[src/hw/rtl/gcc_pkg.sv]
// Package for the ground color classifier: rule codes, the HSV word passed
// between the front pipeline and the classifier stage, and fixed thresholds.
// Depends on nothing.
package gcc_pkg;

    localparam int unsigned ChanW = 8;
    localparam int unsigned HueW  = 17;

    typedef enum logic [2:0] {
        RULE_NONE  = 3'd0,
        RULE_VEG   = 3'd1,
        RULE_DARK  = 3'd2,
        RULE_GRAY  = 3'd3,
        RULE_EARTH = 3'd4
    } t_rule;

    typedef struct packed {
        logic sat_veg;
        logic sat_gray;
        logic sat_earth;
        logic val_veg;
        logic val_dark;
        logic val_gray;
        logic val_earth;
    } t_flags;

    typedef struct packed {
        logic [HueW-1:0]  hue_num;
        logic [ChanW-1:0] hue_den;
        t_flags           flags;
    } t_hsv;

    localparam logic [ChanW-1:0] ValVegMin   = 8'd52;
    localparam logic [ChanW-1:0] ValDarkMax  = 8'd40;
    localparam logic [ChanW-1:0] ValGrayMin  = 8'd46;
    localparam logic [ChanW-1:0] ValGrayMax  = 8'd216;
    localparam logic [ChanW-1:0] ValEarthMin = 8'd39;

    localparam logic [7:0] HueEarthLo = 8'd8;
    localparam logic [7:0] HueVegLo   = 8'd70;
    localparam logic [7:0] HueVegHi   = 8'd170;

endpackage

[src/hw/rtl/gcc_if.sv]
// Handshake interfaces for the ground color classifier: the color word in
// and the classification word out. Depends on gcc_pkg.
interface gcc_pix_if;
    logic                     valid;
    logic                     ready;
    logic [gcc_pkg::ChanW-1:0] red;
    logic [gcc_pkg::ChanW-1:0] green;
    logic [gcc_pkg::ChanW-1:0] blue;

    modport source (output valid, output red, output green, output blue, input ready);
    modport sink (input valid, input red, input green, input blue, output ready);
endinterface

interface gcc_cls_if;
    logic       valid;
    logic       ready;
    logic       ground_like;
    logic [2:0] rule_hit;

    modport source (output valid, output ground_like, output rule_hit, input ready);
    modport sink (input valid, input ground_like, input rule_hit, output ready);
endinterface

[src/hw/rtl/gcc_hsv.sv]
// Two-stage front pipeline: max, min and delta, then hue numerator and
// denominator with saturation and value threshold flags. Depends on gcc_pkg.
module gcc_hsv (
    input  logic                      i_clk,
    input  logic                      i_rst_n,
    input  logic                      i_valid,
    output logic                      o_ready,
    input  logic [gcc_pkg::ChanW-1:0] i_red,
    input  logic [gcc_pkg::ChanW-1:0] i_green,
    input  logic [gcc_pkg::ChanW-1:0] i_blue,
    output logic                      o_valid,
    input  logic                      i_ready,
    output gcc_pkg::t_hsv             o_hsv
);
    import gcc_pkg::*;

    typedef enum logic [1:0] {
        SEC_RED,
        SEC_GREEN,
        SEC_BLUE
    } t_sector;

    logic               r_v1, r_v2;
    logic               w_adv1, w_adv2;
    logic [ChanW-1:0]   r_mx, n_mx;
    logic [ChanW-1:0]   r_d, n_d;
    logic signed [8:0]  r_diff, n_diff;
    t_sector            r_sec, n_sec;
    logic [ChanW-1:0]   w_mn;
    t_hsv               r_hsv, n_hsv;
    logic signed [17:0] w_h;
    logic [17:0]        w_d18;
    logic [17:0]        w_off;
    logic [10:0]        w_sd;

    assign w_adv2  = !r_v2 || i_ready;
    assign w_adv1  = !r_v1 || w_adv2;
    assign o_ready = w_adv1;
    assign o_valid = r_v2;
    assign o_hsv   = r_hsv;

    always_comb begin
        if (i_red >= i_green && i_red >= i_blue) begin
            n_sec  = SEC_RED;
            n_mx   = i_red;
            n_diff = $signed({1'b0, i_green}) - $signed({1'b0, i_blue});
        end else if (i_green >= i_blue) begin
            n_sec  = SEC_GREEN;
            n_mx   = i_green;
            n_diff = $signed({1'b0, i_blue}) - $signed({1'b0, i_red});
        end else begin
            n_sec  = SEC_BLUE;
            n_mx   = i_blue;
            n_diff = $signed({1'b0, i_red}) - $signed({1'b0, i_green});
        end
        w_mn = i_red;
        if (i_green < w_mn) begin
            w_mn = i_green;
        end
        if (i_blue < w_mn) begin
            w_mn = i_blue;
        end
        n_d = n_mx - w_mn;
    end

    always_comb begin
        w_d18 = {10'd0, r_d};
        unique case (r_sec)
            SEC_GREEN: w_off = w_d18 * 18'd120;
            SEC_BLUE:  w_off = w_d18 * 18'd240;
            default:   w_off = 18'd0;
        endcase
        w_h = $signed({{9{r_diff[8]}}, r_diff}) * 18'sd60 + $signed(w_off);
        if (r_sec == SEC_RED && w_h < 18'sd0) begin
            w_h = w_h + $signed(w_d18 * 18'd360);
        end
        w_sd = (r_mx == '0) ? 11'd1 : {3'd0, r_mx};

        if (r_d == '0) begin
            n_hsv.hue_num = '0;
            n_hsv.hue_den = 8'd1;
        end else begin
            n_hsv.hue_num = w_h[HueW-1:0];
            n_hsv.hue_den = r_d;
        end
        n_hsv.flags.sat_veg   = (11'd5 * {3'd0, r_d}) > w_sd;
        n_hsv.flags.sat_gray  = (14'd50 * {6'd0, r_d}) < (14'd7 * {3'd0, w_sd});
        n_hsv.flags.sat_earth = (13'd25 * {5'd0, r_d}) >= (13'd3 * {2'd0, w_sd});
        n_hsv.flags.val_veg   = r_mx >= ValVegMin;
        n_hsv.flags.val_dark  = r_mx <= ValDarkMax;
        n_hsv.flags.val_gray  = r_mx >= ValGrayMin && r_mx <= ValGrayMax;
        n_hsv.flags.val_earth = r_mx >= ValEarthMin;
    end

    always_ff @(posedge i_clk) begin
        if (!i_rst_n) begin
            r_v1 <= 1'b0;
            r_v2 <= 1'b0;
        end else begin
            if (w_adv1) begin
                r_v1 <= i_valid;
            end
            if (w_adv2) begin
                r_v2 <= r_v1;
            end
        end
        if (w_adv1 && i_valid) begin
            r_mx   <= n_mx;
            r_d    <= n_d;
            r_diff <= n_diff;
            r_sec  <= n_sec;
        end
        if (w_adv2 && r_v1) begin
            r_hsv <= n_hsv;
        end
    end

endmodule

[src/hw/rtl/ground_color_classifier.sv]
// Ground color classifier: RGB color word in, ground flag and deciding rule out.
// An accepted color passes the registered front stages and the registered rule stage to the output.
// Throughput is one word per cycle while the output is ready; each stage moves on when its successor
// is empty or moving, so a stall holds every word in place.
// Synchronous active-low reset empties all stages; the data registers are not reset.
// Depends on gcc_pkg, gcc_if and gcc_hsv.
module ground_color_classifier (
    input  logic      i_clk,
    input  logic      i_rst_n,
    gcc_pix_if.sink   i_pix,
    gcc_cls_if.source o_cls
);
    import gcc_pkg::*;

    logic        w_hsv_valid;
    logic        w_hsv_ready;
    t_hsv        w_hsv;
    logic        r_v3;
    t_rule       r_rule, n_rule;
    logic        r_ground, n_ground;
    logic [16:0] w_k8, w_k70, w_k170;
    logic        w_hue_veg, w_hue_earth;

    gcc_hsv u_hsv (
        .i_clk   (i_clk),
        .i_rst_n (i_rst_n),
        .i_valid (i_pix.valid),
        .o_ready (i_pix.ready),
        .i_red   (i_pix.red),
        .i_green (i_pix.green),
        .i_blue  (i_pix.blue),
        .o_valid (w_hsv_valid),
        .i_ready (w_hsv_ready),
        .o_hsv   (w_hsv)
    );

    assign w_hsv_ready = !r_v3 || o_cls.ready;

    always_comb begin
        w_k8   = {9'd0, w_hsv.hue_den} * {9'd0, HueEarthLo};
        w_k70  = {9'd0, w_hsv.hue_den} * {9'd0, HueVegLo};
        w_k170 = {9'd0, w_hsv.hue_den} * {9'd0, HueVegHi};
        w_hue_veg   = w_hsv.hue_num >= w_k70 && w_hsv.hue_num <= w_k170;
        w_hue_earth = w_hsv.hue_num >= w_k8 && w_hsv.hue_num <= w_k70;

        if (w_hue_veg && w_hsv.flags.sat_veg && w_hsv.flags.val_veg) begin
            n_rule = RULE_VEG;
        end else if (w_hsv.flags.val_dark) begin
            n_rule = RULE_DARK;
        end else if (w_hsv.flags.sat_gray && w_hsv.flags.val_gray) begin
            n_rule = RULE_GRAY;
        end else if (w_hue_earth && w_hsv.flags.sat_earth && w_hsv.flags.val_earth) begin
            n_rule = RULE_EARTH;
        end else begin
            n_rule = RULE_NONE;
        end
        n_ground = n_rule == RULE_DARK || n_rule == RULE_GRAY || n_rule == RULE_EARTH;
    end

    always_ff @(posedge i_clk) begin
        if (!i_rst_n) begin
            r_v3 <= 1'b0;
        end else if (w_hsv_ready) begin
            r_v3 <= w_hsv_valid;
        end
        if (w_hsv_ready && w_hsv_valid) begin
            r_rule   <= n_rule;
            r_ground <= n_ground;
        end
    end

    assign o_cls.valid       = r_v3;
    assign o_cls.ground_like = r_ground;
    assign o_cls.rule_hit    = r_rule;

endmodule

[src/flat_wrapper.sv]
// flat-port wrapper written by rule: the top's interface ports become plain ports
module ground_color_classifier_flat import gcc_pkg::*;
  (i_clk, i_rst_n, i_pix_valid, i_pix_red, i_pix_green, i_pix_blue, i_pix_ready, o_cls_valid, o_cls_ground_like, o_cls_rule_hit, o_cls_ready);
  gcc_pix_if i_pix_i ();
  gcc_cls_if o_cls_i ();
  input  logic i_clk;
  input  logic i_rst_n;
  input wire logic [$bits(i_pix_i.valid)-1:0] i_pix_valid;
  input wire logic [$bits(i_pix_i.red)-1:0] i_pix_red;
  input wire logic [$bits(i_pix_i.green)-1:0] i_pix_green;
  input wire logic [$bits(i_pix_i.blue)-1:0] i_pix_blue;
  output wire logic [$bits(i_pix_i.ready)-1:0] i_pix_ready;
  output wire logic [$bits(o_cls_i.valid)-1:0] o_cls_valid;
  output wire logic [$bits(o_cls_i.ground_like)-1:0] o_cls_ground_like;
  output wire logic [$bits(o_cls_i.rule_hit)-1:0] o_cls_rule_hit;
  input wire logic [$bits(o_cls_i.ready)-1:0] o_cls_ready;
  assign i_pix_i.valid = i_pix_valid;
  assign i_pix_i.red = i_pix_red;
  assign i_pix_i.green = i_pix_green;
  assign i_pix_i.blue = i_pix_blue;
  assign i_pix_ready = i_pix_i.ready;
  assign o_cls_valid = o_cls_i.valid;
  assign o_cls_ground_like = o_cls_i.ground_like;
  assign o_cls_rule_hit = o_cls_i.rule_hit;
  assign o_cls_i.ready = o_cls_ready;
  ground_color_classifier u_core (.i_clk(i_clk), .i_rst_n(i_rst_n), .i_pix(i_pix_i), .o_cls(o_cls_i));
endmodule
[config.mk]
export PLATFORM = sky130hd
export DESIGN_NAME = ground_color_classifier_flat
export DESIGN_NICKNAME = d
export VERILOG_FILES = /design/src/hw/rtl/gcc_pkg.sv /design/src/hw/rtl/gcc_if.sv /design/src/hw/rtl/gcc_hsv.sv /design/src/hw/rtl/ground_color_classifier.sv /design/src/flat_wrapper.sv
export SDC_FILE = /design/constraint.sdc
export NUM_CORES = 1
export LEC_CHECK = 0
export BUFFER_PORTS_ARGS = -buffer_cell sky130_fd_sc_hd__buf_4
export CAP_MARGIN = 20
export CORE_ASPECT_RATIO = 1.25
export CORE_MARGIN = 2
export CORE_UTILIZATION = 57
export DETAILED_ROUTE_END_ITERATION = 8
export HOLD_SLACK_MARGIN = 0.06
export PLACE_DENSITY = 0.79
export SLEW_MARGIN = 25
export SYNTH_ARGS = -nofsm -noshare
export SYNTH_HDL_FRONTEND = slang
export SYNTH_HIERARCHICAL = 1
export SYNTH_SLANG_ARGS = --single-unit
[constraint.sdc]
create_clock -name i_clk -period 8.1 [get_ports i_clk]
set_input_delay 0.81 -clock i_clk [delete_from_list [all_inputs] [get_ports i_clk]]
set_output_delay 0.81 -clock i_clk [all_outputs]
set_load 0.1 [all_outputs]
# Word level (Yosys, flattened, before mapping)
# Cells that the tools add are included.
# Widths: inputs -> output; s select.
# totals
reg_bits	66
latchBits	0
ramBits	0
mem_bits_ro	0
in_bits	28
output_inout_bits	6
elab_cells	96
n_memories	0
# classes
addsub	6
mul	11
div_mod_pow	0
order_cmp	18
n_eq_ne	5
shifts	0
mux	14
bitwise_logic	0
n_reduce_logical	24
# ops
cell	count
$mux 8	5
$pmux 16 s2	1
$mul 8x6->14 const B	2
$sub 8x8->9	3
$mul 5x8->13 const A	2
$ge 8x6->1 const B	3
$ge 8x8->1	3
$mul 8x4->12 const B	2
$mul 3x8->11 const A	2
$add 16x17->18	1
$lt 18x1->1 const B	1
$mux 9	2
$add 17x17->17	1
$ge 17x11->1	1
$ge 17x15->1	1
$le 17x15->1	1
$le 17x16->1	1
$mux 17	1
$logic_not 8->1	2
$lt 8x8->1	2
$mul 8x7->15 const B	1
$lt 14x11->1	1
$mul 9x5->14 const B	1
$ge 13x10->1	1
other kinds (15)	37

# Depth between registers and ports, before layout
# Gate-level depths: netlist (run 1).
# logic_depth
ltp_word	12
mapped_depth	28
ltp_nobuf	28

# By module
# The synthesis (run 1) kept the hierarchy.
# by_module_without_submodules
mod	instances	cells_each	area_per_inst_um2	seq_area_each_um2
gcc_hsv	1	1208	10416.2	1751.7
ground_color_classifier	1	316	2678.8	140.1

# Least setup slack after synthesis (run 1)
# Ideal clock, no wire load.
# synth_path
path_type	register to register
from	register u_core.u_hsv.r_diff[2]
to	register u_core.u_hsv.r_hsv, in the netlist u_core/u_hsv/o_hsv[31] (data pin)
setup_time_ns	0.258
t_arrival_ns	5.414
required_time_ns	7.842
path_slack_ns	2.429
path_stages_with_launch	28
n_path_buf	0
period_less_slack_ns	5.671
cell_sequence	edfxtp_1 > ha_1 > inv_1 > fa_1 > fa_1 > inv_1 > ha_1 > nor2b_1 > o21ai_0 > a21boi_0 > o21ai_0 > and3_1 > nor2_1 > ha_1 > or3_1 > a211o_1 > o311ai_1 > o21bai_1 > a21oi_1 > xnor2_1 > ha_1 > nand2_1 > o41ai_1 > a21o_1 > a21oi_1 > xnor2_1 > nor4_1 > nand2b_1
# synth_between
elab_chain_len	5
elab_cells_between_ends	6
cone_classes	add/sub (2); mul (1); order compare (1); mux (1); reduce/logical (1)
# synth_rtl
item	line	source
from (decl)	gcc_hsv.sv:27	logic signed [8:0] r_diff, n_diff;
from (signal assigned)	gcc_hsv.sv:110	r_diff <= n_diff;
$mul 9x5->14 (*)	gcc_hsv.sv:73	w_h = $signed({{9{r_diff[8]}}, r_diff}) * 18'sd60 + $signed(w_off);
$add 16x17->18 (*)	gcc_hsv.sv:73	
$lt 18x1->1	gcc_hsv.sv:74	if (r_sec == SEC_RED && w_h < 18'sd0) begin
$logic_and 1x1->1	gcc_hsv.sv:74	
$mux 17 (*)	gcc_hsv.sv:74	
to (signal assigned)	gcc_hsv.sv:114	r_hsv <= n_hsv;
to (decl)	gcc_hsv.sv:30	t_hsv r_hsv, n_hsv;
# Mark *: on every way between the ends. The rest lies on a longest branch, timed or not.
# A chain may end at the register's enable or synchronous reset.

# Worst setup path in the final report (run 1)
# layout_path
from	register u_core.u_hsv.r_d[1]
to	register u_core.u_hsv.r_hsv, in the netlist u_core/u_hsv/o_hsv[31] (data pin)
# layout_between
elab_chain_len	6
elab_cells_between_ends	10
cone_classes	add/sub (2); mul (3); order compare (1); mux (2); reduce/logical (2)
# layout_rtl
item	line	source
from (decl)	gcc_hsv.sv:26	logic [ChanW-1:0] r_d, n_d;
from (signal assigned)	gcc_hsv.sv:109	r_d <= n_d;
$mul 8x4->12	gcc_hsv.sv:69, gcc_hsv.sv:70	
$pmux 16 s2	gcc_hsv.sv:68	unique case (r_sec)
$add 16x17->18	gcc_hsv.sv:73	
$lt 18x1->1	gcc_hsv.sv:74	
$logic_and 1x1->1	gcc_hsv.sv:74	
$mux 17	gcc_hsv.sv:74	
# Parallel ways exist; a longest one is shown, timed or not.

==> results of run 1 <==
[routing by layer]
metal	part of all wire (%)	wire [um]	vias up
met4	6.6	2070	0
met1	38	12000	5080
met5	0	0	-
li1	-	-	5393
met3	2.7	839	116
met2	52	16300	262
[logic make-up after synthesis]
kind of cell	Yosys count	share of synthesized area, %
other	1	0.0286
adder cells (fa/ha/maj)	373	39.2
XOR/XNOR	109	7.29
flip-flops	64	14.4
AND/OR/NAND/NOR	364	13.8
AO/OA/AOI/OAI	348	16.6
multiplexers	18	1.39
buffers and inverters	247	7.27
[registers in the layout, summed over array words and instances, names as in the netlist]
| name | cells |
|---|---|
| u_core/u_hsv/r_diff | 9 |
| u_core/u_hsv/r_mx | 8 |
| u_core/u_hsv/r_sec | 2 |
| u_core/o_cls.rule_hit | 3 |
| u_core/o_cls.ground_like | 1 |
| u_core/u_hsv/o_valid | 1 |
| u_core/u_hsv/r_v1 | 1 |
| u_core/u_hsv/o_hsv | 30 |
| u_core/u_hsv/r_d | 8 |
| u_core/o_cls.valid | 1 |
[layout by cell type, fill, tap and decap left out, types with 4 or more instances in the layout]
master and count:
o211ai_1 10, nor3_1 24, a31oi_1 7, fa_1 63, xor2_1 40, inv_1 227
nand2_1 75, nand2b_1 23, or2_2 4, mux2i_1 16, ha_1 309, o21ai_0 77
o21ai_1 4, nand3_1 23, or3_1 10, buf_4 37, o21bai_1 15, o2111ai_1 4
o21a_1 13, nand4_1 18, nor2_1 111, a21o_1 37, a22oi_1 10, and3_1 6
clkbuf_16 9, nor4_1 9, nor2b_1 39, and2_1 6, a21boi_0 8, edfxtp_1 61
xnor2_1 69, a211oi_1 11, a21oi_1 119
[worst paths after layout]
path | startpoint | end | cells past startpoint
setup / recovery | u_core/u_hsv/r_d[1]$_DFFE_PP_ | u_core/u_hsv/o_hsv[31]$_SDFFCE_PN0P_ | 23
hold / removal | u_core/u_hsv/o_valid$_SDFFE_PN0P_ | u_core/o_cls.valid$_SDFFE_PN0N_ | 2
setup reg to reg | u_core/u_hsv/r_d[1]$_DFFE_PP_ | u_core/u_hsv/o_hsv[31]$_SDFFCE_PN0P_ | 23
hold reg to reg | u_core/u_hsv/o_valid$_SDFFE_PN0P_ | u_core/o_cls.valid$_SDFFE_PN0N_ | 2
[Yosys cell counts, types with 2 or more instances]
| master | number | area (um^2) |
|---|---|---|
| and3_1 | 6 | 37.5 |
| clkbuf_1 | 15 | 56.3 |
| ha_1 | 309 | 3870 |
| o311a_1 | 2 | 20.0 |
| a31oi_1 | 7 | 43.8 |
| o22ai_1 | 3 | 18.8 |
| edfxtp_1 | 61 | 1830 |
| or2_2 | 4 | 25.0 |
| a21o_1 | 37 | 278 |
| xnor2_1 | 69 | 604 |
| inv_1 | 227 | 852 |
| a21boi_0 | 8 | 60.1 |
| nor3_1 | 24 | 120 |
| mux2i_1 | 16 | 160 |
| o21bai_1 | 15 | 113 |
| fa_1 | 63 | 1260 |
| o221ai_1 | 2 | 17.5 |
| mux2_2 | 2 | 22.5 |
| a21oi_1 | 119 | 596 |
| nor4_1 | 9 | 56.3 |
| o21a_1 | 13 | 97.6 |
| nand2_1 | 75 | 282 |
| or4_1 | 2 | 15.0 |
| o2111ai_1 | 4 | 35.0 |
| o31ai_1 | 3 | 22.5 |
| xor2_1 | 40 | 350 |
| a2111oi_0 | 3 | 26.3 |
| nand2b_1 | 23 | 144 |
| a211oi_1 | 11 | 82.6 |
| nor2b_1 | 40 | 250 |
| nor2_1 | 111 | 417 |
| o211ai_1 | 10 | 75.1 |
| a21oi_2 | 2 | 17.5 |
| or3_1 | 10 | 62.6 |
| buf_4 | 2 | 15.0 |
| nand3_1 | 23 | 115 |
| nand4_1 | 18 | 113 |
| a22oi_1 | 10 | 75.1 |
| and2_1 | 6 | 37.5 |
| o21ai_0 | 78 | 390 |
| o41ai_1 | 3 | 26.3 |
| o21ai_1 | 4 | 20.0 |
| dfxtp_1 | 3 | 60.1 |
[worst max-delay path, stage by stage (launching register included)]
cell       delay (ns)
edfxtp_1         0.70
inv_1            0.19
fa_1             0.55
fa_1             0.53
inv_1            0.04
ha_1             0.33
a21oi_1          0.23
xnor2_1          0.22
a22oi_1          0.15
nor2b_1          0.17
ha_1             0.30
o21a_1           0.13
o21a_1           0.18
a2111oi_0        0.64
nor2_1           0.14
xor2_1           0.19
ha_1             0.36
nand2_1          0.07
o41ai_1          0.43
a21o_1           0.20
a21oi_1          0.08
xnor2_1          0.18
nor4_1           0.07
nand2b_1         0.18
[cell type report]
cell class,count,area (um^2),area share (%)
sequential,64,1890,13.6
clock buffer,9,225,1.61
timing repair buffer,37,278,1.99
tap,288,360,2.58
clock inverter,7,71.3,0.511
inverter,227,852,6.11
multi-input combinational,1214,10300,73.6
[per-stage QoR]
stage	utilization [%]	cell area (um^2)	worst slack [ns]	cells	hold slack (ns)
after global routing	61.1	13900	1.09	1846	0.510
after CTS	61.1	13900	1.63	1846	0.484
after floorplan	-	13100	2.43	1525	0.439
after global placement	59.8	13600	1.87	1830	0.446
after detailed placement	59.8	13600	1.72	1830	0.476
final	61.1	13900	1.59	1846	0.477
==> flow_summary.yaml, run 1 <==
sta:
  setup_violations: 0
  tightest_slew_ns: 0.893
  fin_skew_ns: 0.0116
  setup_tns_ns: 0
  rsz0062_at_grt: "false"
  finalCritPeriodShare_pct: 80.4
  clock.fmax_ghz: 0.154
  maxSlewHeadroom_pct: 40.1
  drv_slew: 0
  period_minus_slack_ns: 6.51
  hold_viol_final: 0
floorplan:
  core.rowCount: 62
  core_um2: 22800
  die_area_um2: 24200
  die_x_um: 140
  io_pins: 34
  start_util_pct: 57.4
  die_h_um: 173
logic_synthesis:
  ys_ff_latch: 64
  synth-async-reset-ratio_pct: 0
  ys.flop_type: "edfxtp_1"
  ys_warn_count: 6
  synthDistinctLibCells: 75
  synth_area_um2: 13100
  synth_enable_flop_cells: 61
  yosysSeqAreaShare_pct: 14.4
  syn_inst: 1524
  avgSynthCellArea_um2: 8.59
route:
  avgRoutedWirePerCell_um: 16.9
  via_count: 10851
  drt_wl_total_um: 31100
  detail_route.vias_per_cell: 5.88
  antenna_left: 0
  drc: 0
  dr.first_iter.drc_count: 601
  dr.pass1.iters: 5
global_route:
  met3_usage_pct: 2.10
  grt_use_total_pct: 26.0
  grt_start_max_net_pins: 32
  grt_use_met2_pct: 49.0
  grt_use_met1_pct: 27.5
  busiest_layer: "met2"
  antenna_found_initial: 0
  grt_pass1_vias: 11233
  overflow: 0
  grt_pass1_wl_um: 51700
outcome:
  status: "finished, final reports clean"
clock_tree:
  clockRootBuffer: "clkbuf_16"
  clk_pin_slew_worst_paths_ns: 0.05
  cts_buffer_depth: 2
  clk_latency_ns: 0.35
  cts_buffers: 9
  clock_sinks: 64
  ctsResizeCount: 0
  ctsHoldBuffers: 0
  cts_setup_buffers: 0
  h-tree-depth: 3
  cts_tree: "done"
worst_setup_path:
  crit_type: "reg -> reg"
  crit_fanout: 11
  required_ns: 8.19
  crit_path_end_kind: "flop"
  startpoint_type: "flop"
  rrSetupSlack_ns: 1.59
  crit_arrival_ns: 6.60
layout:
  antenna_cells: 0
  final_nets: 1953
  syn_to_final_growth_pct: 6.50
  nFillCells: 1964
  layout-drive-gt1-share_pct: 4.81
place:
  place_hpwl_um: 26700
  portBuffers: 33
  place_congestion: 1.00
job:
  max-cap-violations: 0
worst_hold_path:
  hold_class: "reg -> reg"
Power of run 1 is not shown: default switching activity piles up to over one toggle a cycle in this logic, so the estimate is an artifact.
==> run 2, diff against run 1 <==
PLACE_DENSITY = 0.82   (was 0.79)
clock period = 5.49 ns   (was 8.1 ns; I/O delays follow)
==> run 2 against run 1 <==
  * Critical path depth is 3 higher
  * Highest routed layer unchanged
  * Non-clock buffer count increased by 119
  * Worst setup slack worse by 1.9 ns
  * Register-to-register slack lost 1.9 ns
  * Design area is 9.3% higher
  * Critical endpoint unchanged
  * Global-route usage up 1.1 points
  * Clock-buffer cell count is the same
  * Largest cell class unchanged
  * First-iteration DRC count is 29% lower
  * Clock skew decreased by 0.0076 ns
  * Routed wire length is 8.3% higher
  * Sequential share of layout area down 1.1 points
  * The run now ends with negative setup slack left
==> flow_summary.yaml, run 2 (synthesized netlist as in run 1, its figures left out) <==
sta:
  fin_skew_ns: 0.00402
  clock.fmax_ghz: 0.172
  hold_viol_final: 0
  period_minus_slack_ns: 5.81
  fin_ws_ns: -0.315
  maxSlewHeadroom_pct: 51.8
  tightest_slew_ns: 0.723
  drv_slew: 0
  finalCritPeriodShare_pct: 106
  setup_violations: 6
  rsz0062_at_grt: "true"
route:
  avgRoutedWirePerCell_um: 17.2
  dr.pass1.iters: 7
  dr.first_iter.drc_count: 426
  detail_route.vias_per_cell: 5.82
  antenna_left: 0
  via_count: 11441
  drt_wl_total_um: 33700
  drc: 0
worst_setup_path:
  slowest_stage: "fa_1"
  cp.buffers_inverters: 6
  path_delay_family: "compound AO/OA/AOI/OAI gates"
  critical_path.max_stage_delay_ns: 0.53
  cpMostUsedCell: "buf_4"
  crit_arrival_ns: 5.90
  startpoint_type: "flop"
  crit_type: "reg -> reg"
  required_ns: 5.58
  crit_path_end_kind: "flop"
  crit_fanout: 3
layout:
  syn_to_final_growth_pct: 16.4
  fin_area_um2: 15200
  nFillCells: 1787
  layout-drive-gt1-share_pct: 15.0
  layout.cells.most_common: "ha_1"
  antenna_cells: 0
  largest_reg_flops: 30
  mostFrequentLayoutCells: "ha_1 (296), inv_1 (225), buf_4 (153), nor2_1 (109), a21oi_1 (109)"
  final_nets: 2073
floorplan:
  die_x_um: 140
  start_util_pct: 57.4
  die_area_um2: 24200
  io_pins: 34
  core.rowCount: 62
  core_um2: 22800
  die_h_um: 173
clock_tree:
  cts_buffer_depth: 2
  clock_sinks: 64
  clk_pin_slew_worst_paths_ns: 0.05
  h-tree-depth: 3
  ctsHoldBuffers: 0
  cts_buffers: 9
  clockRootBuffer: "clkbuf_16"
  clk_latency_ns: 0.34
  cts_tree: "done"
global_route:
  grt_use_total_pct: 27.1
  grt_use_met1_pct: 27.1
  met3_usage_pct: 3.78
  overflow: 0
  grt_pass1_wl_um: 53800
  grt_start_max_net_pins: 38
  grt_use_met2_pct: 52.4
  grt_pass1_vias: 11799
  antenna_found_initial: 0
  busiest_layer: "met2"
place:
  place_congestion: 0.991
  placed_area_um2: 14500
  place_hpwl_um: 27600
  portBuffers: 33
outcome:
  failed_checks: "negative setup slack"
  status: "complete, but fails checks"
worst_hold_path:
  hold_class: "in -> reg"
job:
  max-cap-violations: 0
[run 2: area by class of cell]
cell class | count | area (um^2) | share of cell area (%)
timing repair buffer | 156 | 1180 | 7.76
tap | 288 | 360 | 2.36
multi-input combinational | 1215 | 10700 | 70.1
clock inverter | 7 | 46.3 | 0.304
clock buffer | 9 | 225 | 1.48
inverter | 227 | 852 | 5.59
sequential | 64 | 1890 | 12.4
[run 2: path summary, 6_finish.rpt]
| check | from | end | slack, ns | depth (start not counted) |
|---|---|---|---|---|
| setup / recovery | u_core/u_hsv/r_diff[2]$_DFFE_PP_ | u_core/u_hsv/o_hsv[31]$_SDFFCE_PN0P_ | -0.32 | 26 |
| hold reg to reg | u_core/u_hsv/o_valid$_SDFFE_PN0P_ | u_core/o_cls.valid$_SDFFE_PN0N_ | 0.46 | 2 |
| hold / removal | i_rst_n | u_core/u_hsv/o_valid$_SDFFE_PN0P_ | 0.43 | 2 |
| setup reg to reg | u_core/u_hsv/r_diff[2]$_DFFE_PP_ | u_core/u_hsv/o_hsv[31]$_SDFFCE_PN0P_ | -0.32 | 26 |
[run 2: what timing repair did]
action,in CTS,in global routing
cloned,1,0
endpoints found under the setup margin,15,19
gates resized for setup,19,54
setup buffers,7,7
pin swaps,19,32
[run 2: through the flow]
step | setup TNS, ns | hold WS, ns | setup slack, ns | utilization, % | std cells
after detailed placement | -0.829 | 0.460 | -0.325 | 63.5 | 1936
after global placement | -0.190 | 0.445 | -0.112 | 63.5 | 1936
final | -0.778 | 0.430 | -0.315 | 66.8 | 1966
after floorplan | 0 | 0.439 | 0.0226 | - | 1525
after global routing | -3.70 | 0.428 | -0.617 | 66.8 | 1966
after CTS | -0.450 | 0.420 | -0.265 | 65.4 | 1959
[run 2: per-layer routing]
metal	wire (um)	vias to the layer above	share of wire, %
met5	0	-	0
met4	2220	0	6.6
met3	1230	134	3.7
met2	18200	303	54
met1	12000	5398	36
li1	-	5606	-
Power of run 2 is left out for the same reason.
